[config.mk]
export PLATFORM = sky130hd
export DESIGN_NAME = ps2_set1_modifier_tracker_core_flat
export DESIGN_NICKNAME = d
export VERILOG_FILES = /design/src/rtl/ps2s1_pkg.sv /design/src/rtl/ps2s1_if.sv /design/src/rtl/ps2_set1_modifier_tracker_core.sv /design/src/flat_wrapper.sv
export SDC_FILE = /design/constraint.sdc
export NUM_CORES = 1
export LEC_CHECK = 0
export BUFFER_PORTS_ARGS = -buffer_cell sky130_fd_sc_hd__buf_2
export CAP_MARGIN = 20
export CELL_PAD_IN_SITES_DETAIL_PLACEMENT = 0
export CELL_PAD_IN_SITES_GLOBAL_PLACEMENT = 2
export CORE_MARGIN = 3
export CORE_UTILIZATION = 32
export CTS_CLUSTER_DIAMETER = 80
export CTS_CLUSTER_SIZE = 20
export DETAILED_ROUTE_END_ITERATION = 6
export MAX_ROUTING_LAYER = met4
export PLACE_DENSITY = 0.8
export SLEW_MARGIN = 20
export SYNTH_ARGS = -nofsm -noshare
export SYNTH_HDL_FRONTEND = slang
export SYNTH_SLANG_ARGS = --single-unit
[constraint.sdc]
create_clock -name i_clk -period 3.2 [get_ports i_clk]
set_clock_uncertainty 0.1 [all_clocks]
set_input_delay 0.96 -clock i_clk [delete_from_list [all_inputs] [get_ports i_clk]]
set_output_delay 0.96 -clock i_clk [all_outputs]
set_load 0.05 [all_outputs]
[src/rtl/ps2s1_pkg.sv]
// ----------------------------------------------------------------------------
// ps2s1_pkg
// Shared widths, scan code constants and the modifier lookup for the
// scan code set 1 modifier tracker.
// ----------------------------------------------------------------------------
package ps2s1_pkg;

    localparam int unsigned ByteW = 8;
    localparam int unsigned CodeW = 7;
    localparam int unsigned ModW  = 8;

    // prefix bytes
    localparam logic [ByteW-1:0] ScPrefixE0 = 8'hE0;
    localparam logic [ByteW-1:0] ScPrefixE1 = 8'hE1;

    // key codes with modifier meaning
    localparam logic [CodeW-1:0] KcCtrl   = 7'h1D;
    localparam logic [CodeW-1:0] KcAlt    = 7'h38;
    localparam logic [CodeW-1:0] KcLShift = 7'h2A;
    localparam logic [CodeW-1:0] KcRShift = 7'h36;
    localparam logic [CodeW-1:0] KcLWin   = 7'h5B;
    localparam logic [CodeW-1:0] KcRWin   = 7'h5C;
    localparam logic [CodeW-1:0] KcMenu   = 7'h5D;
    localparam logic [CodeW-1:0] KcCaps   = 7'h3A;
    localparam logic [CodeW-1:0] KcScroll = 7'h46;
    localparam logic [CodeW-1:0] KcNum    = 7'h45;

    // modifier bit masks
    localparam logic [ModW-1:0] ModCtrl   = 8'h01;
    localparam logic [ModW-1:0] ModAlt    = 8'h02;
    localparam logic [ModW-1:0] ModShift  = 8'h04;
    localparam logic [ModW-1:0] ModWin    = 8'h08;
    localparam logic [ModW-1:0] ModMenu   = 8'h10;
    localparam logic [ModW-1:0] ModCaps   = 8'h20;
    localparam logic [ModW-1:0] ModNum    = 8'h40;
    localparam logic [ModW-1:0] ModScroll = 8'h80;
    localparam logic [ModW-1:0] ModNone   = 8'h00;

    // one result word
    typedef struct packed {
        logic             key_valid;
        logic [CodeW-1:0] key_code;
        logic             key_repeat;
        logic [ModW-1:0]  modifier_bits;
    } t_key_word;

    // modifier lookup: mask under the prefix rules, plus lock flag
    typedef struct packed {
        logic [ModW-1:0] mask;
        logic            lock;
    } t_mod_info;

    function automatic t_mod_info mod_lookup(input logic [CodeW-1:0] code,
                                             input logic ext);
        t_mod_info info;
        info.mask = ModNone;
        info.lock = 1'b0;
        case (code)
            KcCtrl:   info.mask = ModCtrl;
            KcAlt:    info.mask = ModAlt;
            KcLShift,
            KcRShift: info.mask = ext ? ModNone : ModShift;
            KcLWin,
            KcRWin:   info.mask = ext ? ModWin : ModNone;
            KcMenu:   info.mask = ext ? ModMenu : ModNone;
            KcCaps: begin
                info.lock = 1'b1;
                info.mask = ext ? ModNone : ModCaps;
            end
            KcScroll: begin
                info.lock = 1'b1;
                info.mask = ext ? ModNone : ModScroll;
            end
            KcNum: begin
                info.lock = 1'b1;
                info.mask = ext ? ModNone : ModNum;
            end
            default: begin
                info.mask = ModNone;
                info.lock = 1'b0;
            end
        endcase
        return info;
    endfunction

endpackage

[src/rtl/ps2s1_if.sv]
// ----------------------------------------------------------------------------
// ps2s1 channel interfaces
// Valid/ready channels for scan bytes in and decoded key words out.
// ----------------------------------------------------------------------------
interface ps2s1_byte_if import ps2s1_pkg::*; ();
    logic             valid;
    logic             ready;
    logic [ByteW-1:0] scan_byte;

    modport source (output valid, output scan_byte, input ready);
    modport sink   (input valid, input scan_byte, output ready);
endinterface

interface ps2s1_key_if import ps2s1_pkg::*; ();
    logic             valid;
    logic             ready;
    logic             key_valid;
    logic [CodeW-1:0] key_code;
    logic             key_repeat;
    logic [ModW-1:0]  modifier_bits;

    modport source (output valid, output key_valid, output key_code,
                    output key_repeat, output modifier_bits, input ready);
    modport sink   (input valid, input key_valid, input key_code,
                    input key_repeat, input modifier_bits, output ready);
endinterface

[src/rtl/ps2_set1_modifier_tracker_core.sv]
// ----------------------------------------------------------------------------
// ps2_set1_modifier_tracker_core
// Tracks modifiers, extended prefix and held key from PS/2 set 1 bytes.
// ----------------------------------------------------------------------------
// Takes one scan code set 1 byte per word and returns one key word per byte,
// in order. Each byte is decoded combinationally against the modifier,
// prefix and held-key registers, and the result lands in an output register.
// A new byte is taken every cycle while the output register is empty or being
// drained, so the sustained rate is one byte per clock. Prefix bytes (E0, E1)
// only arm the extended flag; a make of the held key is flagged as a repeat
// and leaves the modifiers alone; lock keys toggle on make; a break clears
// the held key if it matches, and its modifier unless it is a lock key.
// modifier_bits always shows the modifier state after that byte.
module ps2_set1_modifier_tracker_core import ps2s1_pkg::*; (
    input  logic               i_clk,
    input  logic               i_rst_n,
    ps2s1_byte_if.sink         i_scan,
    ps2s1_key_if.source        o_key
);

    // state registers
    logic [ModW-1:0]  r_mod,   n_mod;
    logic             r_pre,   n_pre;
    logic [CodeW-1:0] r_held,  n_held;

    // output register
    logic             r_out_valid;
    t_key_word        r_out, n_out;

    logic             w_accept;
    logic [CodeW-1:0] w_code;
    logic             w_is_prefix;
    logic             w_is_break;
    logic             w_is_repeat;
    t_mod_info        w_info;

    // handshake: take a byte whenever the result slot frees up
    assign i_scan.ready = !r_out_valid || o_key.ready;
    assign w_accept     = i_scan.valid && i_scan.ready;

    // byte classification
    assign w_code      = i_scan.scan_byte[CodeW-1:0];
    assign w_is_prefix = (i_scan.scan_byte == ScPrefixE0) ||
                         (i_scan.scan_byte == ScPrefixE1);
    assign w_is_break  = i_scan.scan_byte[ByteW-1];
    assign w_is_repeat = (r_held != '0) && (r_held == w_code);
    assign w_info      = mod_lookup(w_code, r_pre);

    // next state and result word
    always_comb begin
        n_mod  = r_mod;
        n_pre  = 1'b0;
        n_held = r_held;
        n_out.key_valid  = 1'b0;
        n_out.key_code   = '0;
        n_out.key_repeat = 1'b0;
        if (w_is_prefix) begin
            n_pre = 1'b1;
        end else if (w_is_break) begin
            if (r_held == w_code) begin
                n_held = '0;
            end
            if (!w_info.lock) begin
                n_mod = r_mod & ~w_info.mask;
            end
        end else if (w_is_repeat) begin
            n_out.key_valid  = 1'b1;
            n_out.key_code   = w_code;
            n_out.key_repeat = 1'b1;
        end else begin
            n_held          = w_code;
            n_out.key_valid = 1'b1;
            n_out.key_code  = w_code;
            if (w_info.lock) begin
                n_mod = r_mod ^ w_info.mask;
            end else begin
                n_mod = r_mod | w_info.mask;
            end
        end
        n_out.modifier_bits = n_mod;
    end

    // control and state registers
    always_ff @(posedge i_clk) begin
        if (!i_rst_n) begin
            r_mod       <= '0;
            r_pre       <= 1'b0;
            r_held      <= '0;
            r_out_valid <= 1'b0;
        end else begin
            if (w_accept) begin
                r_mod  <= n_mod;
                r_pre  <= n_pre;
                r_held <= n_held;
            end
            if (w_accept) begin
                r_out_valid <= 1'b1;
            end else if (o_key.ready) begin
                r_out_valid <= 1'b0;
            end
        end
    end

    // result payload
    always_ff @(posedge i_clk) begin
        if (w_accept) begin
            r_out <= n_out;
        end
    end

    // output drive
    assign o_key.valid         = r_out_valid;
    assign o_key.key_valid     = r_out.key_valid;
    assign o_key.key_code      = r_out.key_code;
    assign o_key.key_repeat    = r_out.key_repeat;
    assign o_key.modifier_bits = r_out.modifier_bits;

`ifndef ASSERT_OFF
    // a prefix byte arms the extended flag
    a_prefix_arms: assert property (@(posedge i_clk) disable iff (!i_rst_n)
        w_accept && w_is_prefix |=> r_pre)
        else $error("prefix flag not set after prefix byte");

    // any other byte clears the extended flag
    a_prefix_clears: assert property (@(posedge i_clk) disable iff (!i_rst_n)
        w_accept && !w_is_prefix |=> !r_pre)
        else $error("prefix flag survived a non-prefix byte");

    // a reported key is the held key
    a_key_is_held: assert property (@(posedge i_clk) disable iff (!i_rst_n)
        r_out_valid && r_out.key_valid |-> r_held == r_out.key_code)
        else $error("reported key differs from held key");

    // pending word shows the current modifier state
    a_mod_match: assert property (@(posedge i_clk) disable iff (!i_rst_n)
        r_out_valid |-> r_out.modifier_bits == r_mod)
        else $error("modifier bits out of step with modifier register");

    // a repeat is always a valid key and leaves modifiers untouched
    a_repeat_mod: assert property (@(posedge i_clk) disable iff (!i_rst_n)
        w_accept && !w_is_prefix && !w_is_break && w_is_repeat
        |=> r_out.key_valid && r_out.key_repeat && r_mod == $past(r_mod))
        else $error("repeat changed modifiers or lost key flag");
`endif

endmodule
[src/flat_wrapper.sv]
// flat-port wrapper written by rule: the top's interface ports become plain ports
module ps2_set1_modifier_tracker_core_flat import ps2s1_pkg::*;
  (i_clk, i_rst_n, i_scan_valid, i_scan_scan_byte, i_scan_ready, o_key_valid, o_key_key_valid, o_key_key_code, o_key_key_repeat, o_key_modifier_bits, o_key_ready);
  ps2s1_byte_if i_scan_i ();
  ps2s1_key_if o_key_i ();
  input  logic i_clk;
  input  logic i_rst_n;
  input wire logic [$bits(i_scan_i.valid)-1:0] i_scan_valid;
  input wire logic [$bits(i_scan_i.scan_byte)-1:0] i_scan_scan_byte;
  output wire logic [$bits(i_scan_i.ready)-1:0] i_scan_ready;
  output wire logic [$bits(o_key_i.valid)-1:0] o_key_valid;
  output wire logic [$bits(o_key_i.key_valid)-1:0] o_key_key_valid;
  output wire logic [$bits(o_key_i.key_code)-1:0] o_key_key_code;
  output wire logic [$bits(o_key_i.key_repeat)-1:0] o_key_key_repeat;
  output wire logic [$bits(o_key_i.modifier_bits)-1:0] o_key_modifier_bits;
  input wire logic [$bits(o_key_i.ready)-1:0] o_key_ready;
  assign i_scan_i.valid = i_scan_valid;
  assign i_scan_i.scan_byte = i_scan_scan_byte;
  assign i_scan_ready = i_scan_i.ready;
  assign o_key_valid = o_key_i.valid;
  assign o_key_key_valid = o_key_i.key_valid;
  assign o_key_key_code = o_key_i.key_code;
  assign o_key_key_repeat = o_key_i.key_repeat;
  assign o_key_modifier_bits = o_key_i.modifier_bits;
  assign o_key_i.ready = o_key_ready;
  ps2_set1_modifier_tracker_core u_core (.i_clk(i_clk), .i_rst_n(i_rst_n), .i_scan(i_scan_i), .o_key(o_key_i));
endmodule
==> flow_summary.ini <==
[run_status]
status = finished, final reports clean

[floorplanning]
start_util_pct = 34.1
die_h_um = 92.5
dieArea_sq_um = 8550
ios = 31
coreArea_sq_um = 7020
die_x_um = 92.5
fp-row-count = 30

[detailed_routing]
routedWlPerCell_um = 16.3
wl_um = 6730
dr.pass1.iters = 4
num_vias = 2220
drcViolationCount = 0
postRouteAntennaNets = 0
viasPerCell = 5.38
first_iter_violations = 109

[synth]
synth_nets = 290
ys_ff_latch = 34
synth_cells = 262
yosysSeqAreaShare_pct = 35.5
ys.flop_type = edfxtp_1
synth_warnings = 0
async_flop_share_pct = 0
synth_edf_count = 17
yosysUniqueCellTypes = 51
synth.avg_cell_area_sq_um = 9.14
netlist_area_sq_um = 2390

[critical_path]
startpoint_type = input pin
endpoint_kind = register
crit_chain = buf_2 -> or3b_1 -> or4_4 -> ha_4 -> a31oi_1 -> o221ai_1 -> a221o_1
crit_type = in -> reg
critPathBufInv = 1
max_stage_delay_ns = 0.47
critPathArrivalTime_ns = 2.82
cp.required_ns = 3.14
crit_fanout = 3
crit_slowest_cell = or4_4
cp_top_family = simple AND/OR/NAND/NOR gates

[timing]
grt_setup_unrepaired = no
hold_viol = 0
max_clock_freq_mhz = 348
relSlewSlack_pct = 67.7
final_max_slew_viol_count = 0
period_minus_slack_ns = 2.88
min_period_over_period_pct = 89.9
worstMarginPinSlew_ns = 0.485
fin_ws_ns = 0.323
finalSetupViolCount = 0
tns_ns = 0

[cts]
clkSlewWorstSetupHoldPaths_ns = 0.07
cts_tree = built
cts.sink_count = 34
clk_path_buf_depth = 2
cts_buffers = 5
htreeDepth = 2
cts_hold_buf = 0
root_buffer = clkbuf_8
post_cts_buffers = 0
clk_latency_ns = 0.29
ctsResizeCount = 0

[final_layout]
regArea_sq_um = 851
area_growth_pct = 22.3
multiInputGateArea_sq_um = 1390
diodes = 0
drive_gt1_share_pct = 25.6
final_area_sq_um = 2930
fillCellCount = 710
nets = 344
final_common_cell = buf_4
mostFrequentLayoutCells = buf_4, buf_2, inv_1, edfxtp_1, dfxtp_1
fin_cells = 413

[placement]
place_area_sq_um = 2850
gp_congestion = 0.817
pre_cts_slack_ns = 0.0161
dp.cells = 405
io_buffers = 30
dp_hpwl_um = 4920

[grt]
antenna_found_initial = 0
overflow = 0
gr-usage-met3_pct = 2.92
grt_max_degree = 19
busiest_layer = met2
grt_pass1_vias = 2178
gr-usage-met1_pct = 22.4
gr-usage-met2_pct = 26.6
grt_pass1_wl_um = 11200
grt_usage_pct = 17.1

[power]
power.density_nw_per_um2 = 359
cellLeakagePower_nw = 1.15
irDropWorstVdd_mv = 0.161

[min_path]
hp-class = reg -> reg

[job]
drv_cap = 0
cell usage after synthesis (2+ instances only):
| cell type | n | area (sq um) |
|---|---|---|
| o211ai_1 | 3 | 22.5 |
| and3_1 | 8 | 50.1 |
| o41ai_1 | 2 | 17.5 |
| or4_1 | 2 | 15.0 |
| inv_1 | 25 | 93.8 |
| nor2b_1 | 10 | 62.6 |
| o21ai_0 | 8 | 40.0 |
| edfxtp_1 | 17 | 510 |
| dfxtp_1 | 17 | 340 |
| a211oi_1 | 2 | 15.0 |
| o21ai_1 | 3 | 15.0 |
| ha_1 | 16 | 200 |
| o221ai_1 | 8 | 70.1 |
| a221oi_1 | 2 | 17.5 |
| a21oi_1 | 8 | 40.0 |
| xor2_1 | 7 | 61.3 |
| a31oi_1 | 14 | 87.6 |
| nand2b_1 | 8 | 50.1 |
| nand3_1 | 7 | 35.0 |
| clkbuf_1 | 6 | 22.5 |
| nor2_1 | 12 | 45.0 |
| buf_2 | 6 | 30.0 |
| a221o_1 | 12 | 120 |
| o21a_1 | 8 | 60.1 |
| nor4_1 | 2 | 12.5 |
| a21o_1 | 2 | 15.0 |
| nand4_1 | 3 | 18.8 |
| nor3_1 | 9 | 45.0 |
| nand2_1 | 13 | 48.8 |
metal layers:
| metal | vias up | part of all wire, % |
|---|---|---|
| li1 | 1090 | - |
| met1 | 1069 | 48 |
| met2 | 52 | 47 |
| met3 | 9 | 4.0 |
| met4 | 0 | 1.4 |
| met5 | - | 0 |
per-stage QoR:
| step | util (%) | power [W] | hold slack, ns |
|---|---|---|---|
| global route | 41.7 | 0.00111 | 0.483 |
| detailed placement | 40.5 | 0.000749 | 0.438 |
| finish | 41.7 | 0.00105 | 0.458 |
| CTS | 41.7 | 0.00106 | 0.459 |
| floorplan | - | 0.000666 | 0.408 |
| global placement | 40.5 | 0.000747 | 0.440 |
layout make-up:
class | instances | area share, %
Multi-Input combinational cell | 187 | 47.4
Tap cell | 96 | 4.10
Sequential cell | 34 | 29.1
Clock buffer | 6 | 2.48
Inverter | 26 | 3.33
Clock inverter | 2 | 0.299
Timing Repair Buffer | 62 | 13.3
registers in the layout (all words and copies together) (netlist names):
signal                      count
u_core.o_key.modifier_bits      8
u_core.r_mod                    8
u_core.o_key.key_code           7
u_core.r_held                   7
u_core.o_key.key_repeat         1
u_core.o_key.key_valid          1
u_core.o_key.valid              1
u_core.r_pre                    1
power breakdown:
part           switching, W  internal, W  total (W)
combinational      0.000167    0.0000813   0.000248
sequential        0.0000101     0.000480   0.000490
clock              0.000162     0.000150   0.000311
kinds of logic (layout without fill, tap and decap cells):
kind of cell             Yosys count  count (layout)  share of synthesized area (%)
buffers and inverters             41              96                           7.21
AO/OA/AOI/OAI                     79              79                           25.4
XOR/XNOR                           7               7                           2.56
AND/OR/NAND/NOR                   85              85                           20.9
adder cells (fa/ha/maj)           16              16                           8.36
flip-flops                        34              34                           35.5
worst paths after layout:
kind | start | end | slack, ns | cells after the start
worst max-delay path | i_scan_scan_byte[4] | u_core.o_key.modifier_bits[6] | 0.32 | 7
worst min register to register | u_core.r_mod[0] | u_core.r_mod[0] | 0.46 | 1
worst min-delay path | u_core.r_mod[0] | u_core.r_mod[0] | 0.46 | 1
worst max register to register | u_core.r_pre | u_core.o_key.modifier_bits[6] | 1.07 | 5
No activity file was read; power rests on OpenSTA's default activity.
